==> src/rtl/bcgc_pkg.sv <==
package bcgc_pkg;

   localparam int unsigned STAMP_WIDTH     = 32;
   localparam int unsigned CSR_DATA_WIDTH  = 16;
   localparam int unsigned CSR_INDEX_WIDTH = 1;

   // register indexes
   localparam logic [CSR_INDEX_WIDTH-1:0] CSR_DOUBLE_WINDOW = 1'd0;
   localparam logic [CSR_INDEX_WIDTH-1:0] CSR_LONG_PRESS    = 1'd1;

   localparam logic [CSR_DATA_WIDTH-1:0] DOUBLE_WINDOW_RESET = 16'd270;
   localparam logic [CSR_DATA_WIDTH-1:0] LONG_PRESS_RESET    = 16'd500;

   typedef struct packed {
      logic                   button_level;
      logic [STAMP_WIDTH-1:0] now_ms;
   } req_type;

   typedef struct packed {
      logic emit_next;
      logic emit_prev;
      logic emit_esc;
      logic any_activity;
   } rsp_type;

endpackage

==> src/rtl/bcgc_classify.sv <==
module bcgc_classify (
   input  logic                                  clock,
   input  logic                                  reset,
   input  logic                                  fire,
   input  bcgc_pkg::req_type                     item,
   input  logic [bcgc_pkg::CSR_DATA_WIDTH-1:0]   double_window,
   input  logic [bcgc_pkg::CSR_DATA_WIDTH-1:0]   long_press,
   output bcgc_pkg::rsp_type                     result
);

   logic                                last_level_ff, last_level_in;
   logic [bcgc_pkg::STAMP_WIDTH-1:0]    press_start_ff, press_start_in;
   logic [bcgc_pkg::STAMP_WIDTH-1:0]    first_release_ff, first_release_in;
   logic                                awaiting_ff, awaiting_in;
   logic                                long_fired_ff, long_fired_in;

   logic                                level;
   logic                                press_edge;
   logic                                release_edge;
   logic [bcgc_pkg::STAMP_WIDTH-1:0]    held_ms;
   logic [bcgc_pkg::STAMP_WIDTH-1:0]    since_release_ms;
   logic                                long_hit;
   logic                                lf_after_press;
   logic                                aw_after_long;
   logic                                in_window;
   logic                                start_window;
   logic                                e_prev;
   logic                                e_next;

   always_comb begin
      level            = item.button_level;
      press_edge       = level && !last_level_ff;
      release_edge     = !level && last_level_ff;
      // on a press edge the hold starts now, so the held time is zero
      held_ms          = press_edge ? '0 : (item.now_ms - press_start_ff);
      since_release_ms = item.now_ms - first_release_ff;
      lf_after_press   = press_edge ? 1'b0 : long_fired_ff;
      long_hit         = level && !lf_after_press &&
                         (held_ms >= {{(bcgc_pkg::STAMP_WIDTH-bcgc_pkg::CSR_DATA_WIDTH){1'b0}},
                                      long_press});
      aw_after_long    = long_hit ? 1'b0 : awaiting_ff;
      in_window        = since_release_ms <=
                         {{(bcgc_pkg::STAMP_WIDTH-bcgc_pkg::CSR_DATA_WIDTH){1'b0}},
                          double_window};

      e_prev       = release_edge && !lf_after_press && aw_after_long && in_window;
      start_window = release_edge && !lf_after_press && !(aw_after_long && in_window);
      // a freshly opened window has zero elapsed time and cannot expire here
      e_next       = aw_after_long && !level && !release_edge && !in_window;

      last_level_in    = level;
      press_start_in   = press_edge ? item.now_ms : press_start_ff;
      first_release_in = start_window ? item.now_ms : first_release_ff;
      long_fired_in    = release_edge ? 1'b0 : (lf_after_press || long_hit);
      awaiting_in      = start_window || (aw_after_long && !e_prev && !e_next);

      result.emit_next    = e_next;
      result.emit_prev    = e_prev;
      result.emit_esc     = long_hit;
      result.any_activity = level || awaiting_in || e_next || e_prev || long_hit;
   end

   always_ff @(posedge clock) begin
      if (reset) begin
         last_level_ff    <= 1'b0;
         press_start_ff   <= '0;
         first_release_ff <= '0;
         awaiting_ff      <= 1'b0;
         long_fired_ff    <= 1'b0;
      end else if (fire) begin
         last_level_ff    <= last_level_in;
         press_start_ff   <= press_start_in;
         first_release_ff <= first_release_in;
         awaiting_ff      <= awaiting_in;
         long_fired_ff    <= long_fired_in;
      end
   end

endmodule

==> src/rtl/button_click_gesture_classifier.sv <==
// Button gesture classifier: one poll item in, one gesture item out.
// req channel: valid/ready, req_data carries the debounced button level and
//   a free-running millisecond stamp. Edges are found against the previous
//   poll; elapsed times wrap modulo 2^32.
// rsp channel: valid/ready, rsp_data flags next (single click expired),
//   prev (double click), esc (long press, once per hold) and any activity.
// csr channel: valid/ready, always ready. Index 0 is the double-click
//   window, index 1 the long-press time, both in ms. Write only while idle.
// Path: an accepted item passes the input register, then the result
//   register, and rsp_valid rises once it lands there. Throughput: one
//   item per cycle while rsp_ready stays high.
// Reset: synchronous; clears the pipeline and gesture state and loads the
//   window and long-press defaults (270 ms, 500 ms).
// Stall: when rsp_ready is low the result holds; the input register still
//   takes one item, then req_ready drops until the result drains.
module button_click_gesture_classifier (
   input  logic                                   clock,
   input  logic                                   reset,
   input  logic                                   req_valid,
   output logic                                   req_ready,
   input  bcgc_pkg::req_type                      req_data,
   output logic                                   rsp_valid,
   input  logic                                   rsp_ready,
   output bcgc_pkg::rsp_type                      rsp_data,
   input  logic                                   csr_valid,
   output logic                                   csr_ready,
   input  logic [bcgc_pkg::CSR_INDEX_WIDTH-1:0]   csr_index,
   input  logic [bcgc_pkg::CSR_DATA_WIDTH-1:0]    csr_wdata
);

   logic [bcgc_pkg::CSR_DATA_WIDTH-1:0] double_window_ff;
   logic [bcgc_pkg::CSR_DATA_WIDTH-1:0] long_press_ff;

   logic              in_valid_ff;
   bcgc_pkg::req_type in_data_ff;
   logic              rsp_valid_ff;
   bcgc_pkg::rsp_type rsp_data_ff;
   bcgc_pkg::rsp_type result;
   logic              advance;
   logic              req_fire;

   assign csr_ready = 1'b1;

   always_ff @(posedge clock) begin
      if (reset) begin
         double_window_ff <= bcgc_pkg::DOUBLE_WINDOW_RESET;
         long_press_ff    <= bcgc_pkg::LONG_PRESS_RESET;
      end else if (csr_valid) begin
         unique case (csr_index)
            bcgc_pkg::CSR_DOUBLE_WINDOW: double_window_ff <= csr_wdata;
            bcgc_pkg::CSR_LONG_PRESS:    long_press_ff    <= csr_wdata;
            default: ;
         endcase
      end
   end

   assign advance   = in_valid_ff && (!rsp_valid_ff || rsp_ready);
   assign req_ready = !in_valid_ff || advance;
   assign req_fire  = req_valid && req_ready;

   always_ff @(posedge clock) begin
      if (reset) begin
         in_valid_ff <= 1'b0;
      end else if (req_ready) begin
         in_valid_ff <= req_valid;
      end
   end

   always_ff @(posedge clock) begin
      if (req_fire) begin
         in_data_ff <= req_data;
      end
   end

   bcgc_classify u_classify (
      .clock         (clock),
      .reset         (reset),
      .fire          (advance),
      .item          (in_data_ff),
      .double_window (double_window_ff),
      .long_press    (long_press_ff),
      .result        (result)
   );

   always_ff @(posedge clock) begin
      if (reset) begin
         rsp_valid_ff <= 1'b0;
      end else if (advance) begin
         rsp_valid_ff <= 1'b1;
      end else if (rsp_ready) begin
         rsp_valid_ff <= 1'b0;
      end
   end

   always_ff @(posedge clock) begin
      if (advance) begin
         rsp_data_ff <= result;
      end
   end

   assign rsp_valid = rsp_valid_ff;
   assign rsp_data  = rsp_data_ff;

`ifndef SYNTHESIS
   a_one_gesture: assert property (@(posedge clock) disable iff (reset)
      rsp_valid_ff |-> $countones({rsp_data_ff.emit_next, rsp_data_ff.emit_prev,
                                   rsp_data_ff.emit_esc}) <= 1)
      else $error("more than one gesture in one item");

   a_gesture_is_activity: assert property (@(posedge clock) disable iff (reset)
      (rsp_valid_ff && (rsp_data_ff.emit_next || rsp_data_ff.emit_prev ||
                        rsp_data_ff.emit_esc)) |-> rsp_data_ff.any_activity)
      else $error("gesture without activity flag");

   a_advance_lands: assert property (@(posedge clock) disable iff (reset)
      advance |=> rsp_valid_ff)
      else $error("classified item lost before result register");

   a_esc_needs_press: assert property (@(posedge clock) disable iff (reset)
      (advance && result.emit_esc) |-> in_data_ff.button_level)
      else $error("escape with button released");
`endif

endmodule

==> config.mk <==
export PLATFORM = sky130hd
export DESIGN_NAME = button_click_gesture_classifier
export DESIGN_NICKNAME = d
export VERILOG_FILES = /design/src/rtl/bcgc_pkg.sv /design/src/rtl/bcgc_classify.sv /design/src/rtl/button_click_gesture_classifier.sv
export SDC_FILE = /design/constraint.sdc
export NUM_CORES = 1
export LEC_CHECK = 0
export ABC_AREA = 1
export BUFFER_PORTS_ARGS = -buffer_cell sky130_fd_sc_hd__buf_2
export CAP_MARGIN = 20
export CORE_AREA = 2 2 140 142
export CTS_BUF_LIST = sky130_fd_sc_hd__clkbuf_16
export CTS_CLUSTER_SIZE = 10
export DETAILED_ROUTE_END_ITERATION = 12
export DIE_AREA = 0 0 142 144
export HOLD_SLACK_MARGIN = 0.03
export PLACE_DENSITY = 0.81
export SLEW_MARGIN = 25
export SYNTH_ARGS = -nofsm -noshare
export SYNTH_HDL_FRONTEND = slang
export SYNTH_SLANG_ARGS = --single-unit
==> constraint.sdc <==
create_clock -name clock -period 4.2 [get_ports clock]
set_clock_uncertainty 0.15 [all_clocks]
set_input_delay 0.63 -clock clock [delete_from_list [all_inputs] [get_ports clock]]
set_output_delay 0.63 -clock clock [all_outputs]
set_load 0.01 [all_outputs]
==> results of run 1 <==
## worst max-delay path, stage by stage, from the launching register on
cell and delay [ns]:
edfxtp_1 0.49, ha_2 0.45, nand2_1 0.08, nand2_1 0.09
inv_1 0.05, nand2_1 0.13, o21ai_0 0.09, a21oi_1 0.21
ha_1 0.28, a21o_1 0.18, a31oi_1 0.23, o21ai_0 0.14
nand2_1 0.07, a21oi_1 0.06, nor2_1 0.16, nand3_2 0.13
nand2_2 0.15, nand3_4 0.15, buf_4 0.28, nand4_1 0.11
nand2_1 0.08, nor2_1 0.13
## path summary, 6_finish.rpt
check,start,slack [ns],to,cells past startpoint
max,in_data_ff[2],0.22,u_classify.first_release_ff[6],21
min,req_data[26],0.23,in_data_ff[26],1
max reg2reg,in_data_ff[2],0.22,u_classify.first_release_ff[6],21
min reg2reg,double_window_ff[7],0.32,double_window_ff[7],2
## cells in the mapped netlist (4+ instances only)
library cell    n  area, um2
xnor2_1         6       52.6
clkinv_1       31        116
ha_1           94       1180
buf_2           4       20.0
nand4_1        52        325
o211ai_1       10       75.1
dfxtp_1       101       2020
nand3b_1        8       60.1
nand3_1        82        410
inv_1         381       1430
nor2_1        148        556
xor2_1         14        123
nor2_2          6       37.5
buf_6           6       67.6
o21ai_0        73        365
edfxtp_1       37       1110
nand2_2        12       75.1
nand3_2         6       60.1
clkbuf_1       22       82.6
nand2_1       572       2150
a21oi_1       115        576
nor3_1          8       40.0
## sequential cells by signal (all words and copies together), names as in the netlist
name                         flops
in_valid_ff                      1
u_classify.awaiting_ff           1
u_classify.first_release_ff     32
u_classify.long_fired_ff         1
in_data_ff                      33
u_classify.press_start_ff       32
rsp_valid                        1
rsp_data                         4
double_window_ff                16
u_classify.last_level_ff         1
long_press_ff                   16
## layer usage
layer / vias to the layer above / GRT usage [%]
li1: 5748 / -
met1: 4943 / 40.7
met2: 371 / 52.9
met3: 63 / 4.83
met4: 0 / 12.5
met5: - / 0
## power by group
part           switching, uW  leakage, uW  internal (uW)  total [uW]
Sequential              49.4      0.00118           1430        1480
Combinational            662      0.00521            354        1020
Clock                    603     0.000289            935        1540
Total                   1320      0.00669           2720        4040
## cell type report
| class | count | share of cell area [%] |
|---|---|---|
| Multi-Input combinational cell | 1234 | 51.7 |
| Sequential cell | 138 | 25.3 |
| Inverter | 415 | 12.6 |
| Clock buffer | 17 | 3.43 |
| Timing Repair Buffer | 72 | 3.15 |
| Tap cell | 238 | 2.40 |
| Clock inverter | 15 | 1.43 |
## cell families after synthesis
kind of cell / after synthesis / synth area share [%]
other: 1 / 0.0334
adder cells (fa/ha/maj): 96 / 10.8
AO/OA/AOI/OAI: 212 / 10.0
buffers and inverters: 451 / 15.6
flip-flops: 138 / 27.9
XOR/XNOR: 20 / 1.56
AND/OR/NAND/NOR: 904 / 34.0
## stage by stage
step,utilization [%],worst slack [ns]
3_5_place_dp,61.2,0.135
3_3_place_gp,61.2,0.143
6_report,65.0,0.216
4_1_cts,64.4,0.0897
5_1_grt,65.0,-0.0148
2_1_floorplan,-,0.909
## repair_timing
| action | CTS | global route |
|---|---|---|
| hold buffers | 0 | 0 |
| endpoints found under the setup margin | 0 | 35 |
| resized for setup | 0 | 16 |
| setup buffers | 0 | 6 |
==> flow_summary_export.csv, run 1 <==
group,metric,value,unit
run_status,status,"finished, final reports clean",
clocking,clkTransAtPathRegs,0.07,ns
critical_path,crit_type,"flop to flop",
drt,via_per_inst,5.23,
place,place_inst,2090,
yosys,postSynthCellCount,1822,
critical_path,critPathRequiredTime,4.39,ns
timing,hold_violations,0,
yosys,synth-edff-count,37,
global_routing,track_usage,31.4,%
drt,drtIter0Drc,803,
power_and_ir_drop,ir_drop,0.298,mV
floorplan,ios,62,
run,maxCapViolCount,0,
critical_path,startpoint_type,"flop",
clocking,htree_levels,4,
drt,dr.max_layer_used,"met4",
drt,ant_nets,0,
timing,period_needed,3.98,ns
layout,drive_gt1_share,8.09,%
floorplan,coreArea,19100,um2
yosys,avgSynthCellArea,6.15,um2
yosys,ys.flop_type,"dfxtp_1",
yosys,ys_types,41,
floorplan,dieWidth,142,um
floorplan,rows,51,
layout,final_cells,2129,
power_and_ir_drop,p_leak,0.00669,uW
clocking,cts_buffer_depth,2,
layout,fin_nets,2029,
global_routing,grt_max_degree,57,
yosys,async_flop_share,0,%
clocking,clock_sinks,138,
timing,worst_slew_pin_slew,0.842,ns
critical_path,arrival,4.18,ns
drt,drc_errors,0,
layout,multi_input_area,6410,um2
layout,layout_commonest_cell,"nand2_1",
layout,seqCellArea,3130,um2
drt,drt_first_pass_iters,6,
global_routing,grt_first_pass_wirelength,50.6,mm
drt,wl_met2,14.7,mm
yosys,syn_nets,1973,
hold_path,hp-class,"input pin to flop",
place,dp_hpwl,25.1,mm
yosys,seq_area_frac_synth,27.9,%
critical_path,crit_fanout,32,
floorplan,die_h,144,um
power_and_ir_drop,p_total,4040,uW
drt,routedWlPerCell,14.8,um
timing,timing.final.crit_share,94.8,%
clocking,cts_tree,"built",
timing,timing.hold.ws,0.226,ns
global_routing,grt.overflow.total,0,
layout,fill_cells,1718,
drt,wl_met3,2.06,mm
layout,final_cell_mix,"572 x nand2_1, 381 x inv_1, 144 x nor2_1, 115 x a21oi_1, 101 x dfxtp_1",
power_and_ir_drop,p_per_area,326,nW/um2
layout,stdcell_area,12400,um2
clocking,numCtsBuffers,17,
place,port_buffers,60,
global_routing,grt_pass1_vias,10324,
timing,setup_viol,0,
timing,rsz0062_at_grt,"yes",
drt,wl_met1,13.9,mm
clocking,cts_root_buffer,"clkbuf_16",
timing,slew_headroom,43.8,%
layout,antennaDiodeCount,0,
floorplan,die_area,20400,um2
place,gp_congestion,0.982,
yosys,ys_seq_elements,138,
place,placed_area,11700,um2
timing,fmax,251,MHz
clocking,clk-insertion-delay-late,0.42,ns
global_routing,grt_antenna_before_repair,0,
drt,drt_wl_total,31.6,mm
yosys,synthesis.area,11200,um2
drt,dr_total_vias,11125,
layout,area_growth,10.6,%
floorplan,initial_core_util,58.8,%
timing,drv_slew,0,
critical_path,endpoint_kind,"flop",
timing,tns,0,ns
yosys,yosysWarnings,0,
Power figures use the tool's default switching activity.
==> run 2: changes to the inputs <==
--- a/config.mk
+++ b/config.mk
@@ -14,6 +14,7 @@
 export DETAILED_ROUTE_END_ITERATION = 12
 export DIE_AREA = 0 0 142 144
 export HOLD_SLACK_MARGIN = 0.03
+export MAX_ROUTING_LAYER = met4
 export PLACE_DENSITY = 0.81
 export SLEW_MARGIN = 25
 export SYNTH_ARGS = -nofsm -noshare
==> run 2 against run 1 <==
Against the previous run:
- sequential share of layout area increased by 0.12 points
- critical endpoint is now u_classify.first_release_ff[25]
- total power decreased by 1.5%
- flip-flop and latch count unchanged
- critical path depth rose by 1
- wire length about the same
- combinational power is essentially flat
==> flow_summary_export.csv, run 2 (synthesized netlist as in run 1, its figures left out) <==
group,metric,value,unit
layout,final_cell_mix,"571 x nand2_1, 378 x inv_1, 145 x nor2_1, 115 x a21oi_1, 101 x dfxtp_1",
global_routing,grt_util_met2,51.8,%
drt,via_per_inst,5.26,
global_routing,grt_antenna_before_repair,0,
critical_path,reg2reg_slack,0.18,ns
global_routing,met3_usage,4.67,%
floorplan,ios,62,
layout,largest_reg_flops,33,
global_routing,track_usage,32.1,%
clocking,htree_levels,4,
critical_path,crit_type,"flop to flop",
timing,timing.final.crit_share,95.7,%
global_routing,grt_first_pass_wirelength,50.0,mm
drt,drt_first_pass_iters,6,
critical_path,startpoint_type,"flop",
hold_path,hp-class,"input pin to flop",
place,placed_area,11700,um2
global_routing,grt_max_degree,54,
layout,regMostFlops,"in_data_ff",
drt,drtIter0Drc,1062,
global_routing,use_met1,40.6,%
timing,slew_headroom,46.7,%
floorplan,die_area,20400,um2
place,dp_hpwl,25.0,mm
timing,hold_violations,0,
critical_path,path_cells,"ha_1 > nand2_1 > nor2_1 > nand2_1 > nand3_1 > o21ai_0 > a21oi_1 > ha_1 > a21oi_1 > nor2_1 > a211oi_1 > o21ai_0 > nand2_1 > a21oi_1 > nor2_1 > nand3_2 > nand2_2 > nand3_4 > buf_6 > nand4_1 > nand2_1 > nor2_1",
clocking,holdBufCountCts,0,
timing,period_needed,4.02,ns
global_routing,grt_pass1_vias,10310,
global_routing,grt.overflow.total,0,
global_routing,grt-busiest-layer,"met2",
layout,finish.utilization,64.7,%
floorplan,initial_core_util,58.8,%
power_and_ir_drop,p_per_area,322,nW/um2
place,gp_congestion,1.01,
critical_path,slowest_delay,0.51,ns
clocking,clk-insertion-delay-late,0.43,ns
timing,worst_slew_pin_slew,0.799,ns
drt,ant_nets,0,
run,maxCapViolCount,0,
drt,drt_wl_total,31.6,mm
floorplan,dieWidth,142,um
timing,drv_slew,0,
critical_path,critPathRequiredTime,4.41,ns
critical_path,arrival,4.23,ns
layout,fin_nets,2028,
critical_path,crit_fanout,32,
clocking,cts_tree,"built",
layout,area_growth,10.1,%
floorplan,rows,51,
clocking,clock_sinks,138,
critical_path,slowest_stage,"edfxtp_1",
critical_path,endpoint_kind,"flop",
place,pre_cts_ws,0.126,ns
power_and_ir_drop,p_leak,0.00668,uW
layout,fill_cells,1744,
layout,antennaDiodeCount,0,
timing,setup_ws,0.182,ns
drt,dr_total_vias,11185,
layout,layout_commonest_cell,"nand2_1",
floorplan,die_h,144,um
clocking,numCtsBuffers,17,
clocking,cts_root_buffer,"clkbuf_16",
timing,setup_viol,0,
drt,routedWlPerCell,14.9,um
layout,stdcell_area,12300,um2
layout,top_regs,"in_data_ff: 33 flops, u_classify.first_release_ff: 32 flops, u_classify.press_start_ff: 32 flops",
power_and_ir_drop,ir_drop,0.286,mV
timing,tns,0,ns
clocking,clkTransAtPathRegs,0.07,ns
timing,fmax,249,MHz
place,port_buffers,60,
run_status,status,"finished, final reports clean",
clocking,cts_buffer_depth,2,
layout,drive_gt1_share,7.94,%
floorplan,coreArea,19100,um2
drt,drc_errors,0,
run 2: per-layer routing:
metal	vias up	routed length, um
met5	-	0
met4	0	1090
met3	74	2030
met2	333	14500
met1	5021	14000
li1	5757	-
run 2: repair_timing:
action | in CTS | in global routing
resized for setup | 0 | 11
buffers inserted | 0 | 4
hold endpoints to repair | 0 | 0
setup endpoints to repair | 0 | 35
run 2: where the power goes:
part	switching (uW)	internal, uW	total, uW
clock	675	816	1490
combinational	654	350	1000
sequential	49.6	1430	1480
run 2: path summary, 6_finish.rpt:
path / start / end / cells after the start
worst max-delay path: in_data_ff[4] / u_classify.first_release_ff[25] / 22
worst min-delay path: req_data[9] / in_data_ff[9] / 1
worst max register to register: in_data_ff[4] / u_classify.first_release_ff[25] / 22
worst min register to register: double_window_ff[7] / double_window_ff[7] / 2
run 2: layout make-up:
class                      instances  area, um2  area share (%)
multi-input combinational       1234       6390            51.8
sequential                       138       3130            25.4
inverter                         415       1560            12.6
clock buffer                      18        450            3.65
timing repair buffer              71        387            3.13
tap                              238        298            2.41
clock inverter                    14        124            1.00
run 2: critical path, delay by kind of cell, from the launching register on:
kind | cells | cell delay, ns
flip-flops | 1 | 0.51
AO/OA/AOI/OAI | 6 | 0.78
AND/OR/NAND/NOR | 13 | 1.59
buffers and inverters | 1 | 0.22
adder cells (fa/ha/maj) | 2 | 0.67
run 2: through the flow:
stage,instances,total power [uW],hold WS [ns]
after floorplan,1822,2220,0.285
after global placement,2091,2470,0.307
after detailed placement,2091,2490,0.313
after CTS,2123,3970,0.208
after global routing,2128,4190,0.207
final,2128,3980,0.217
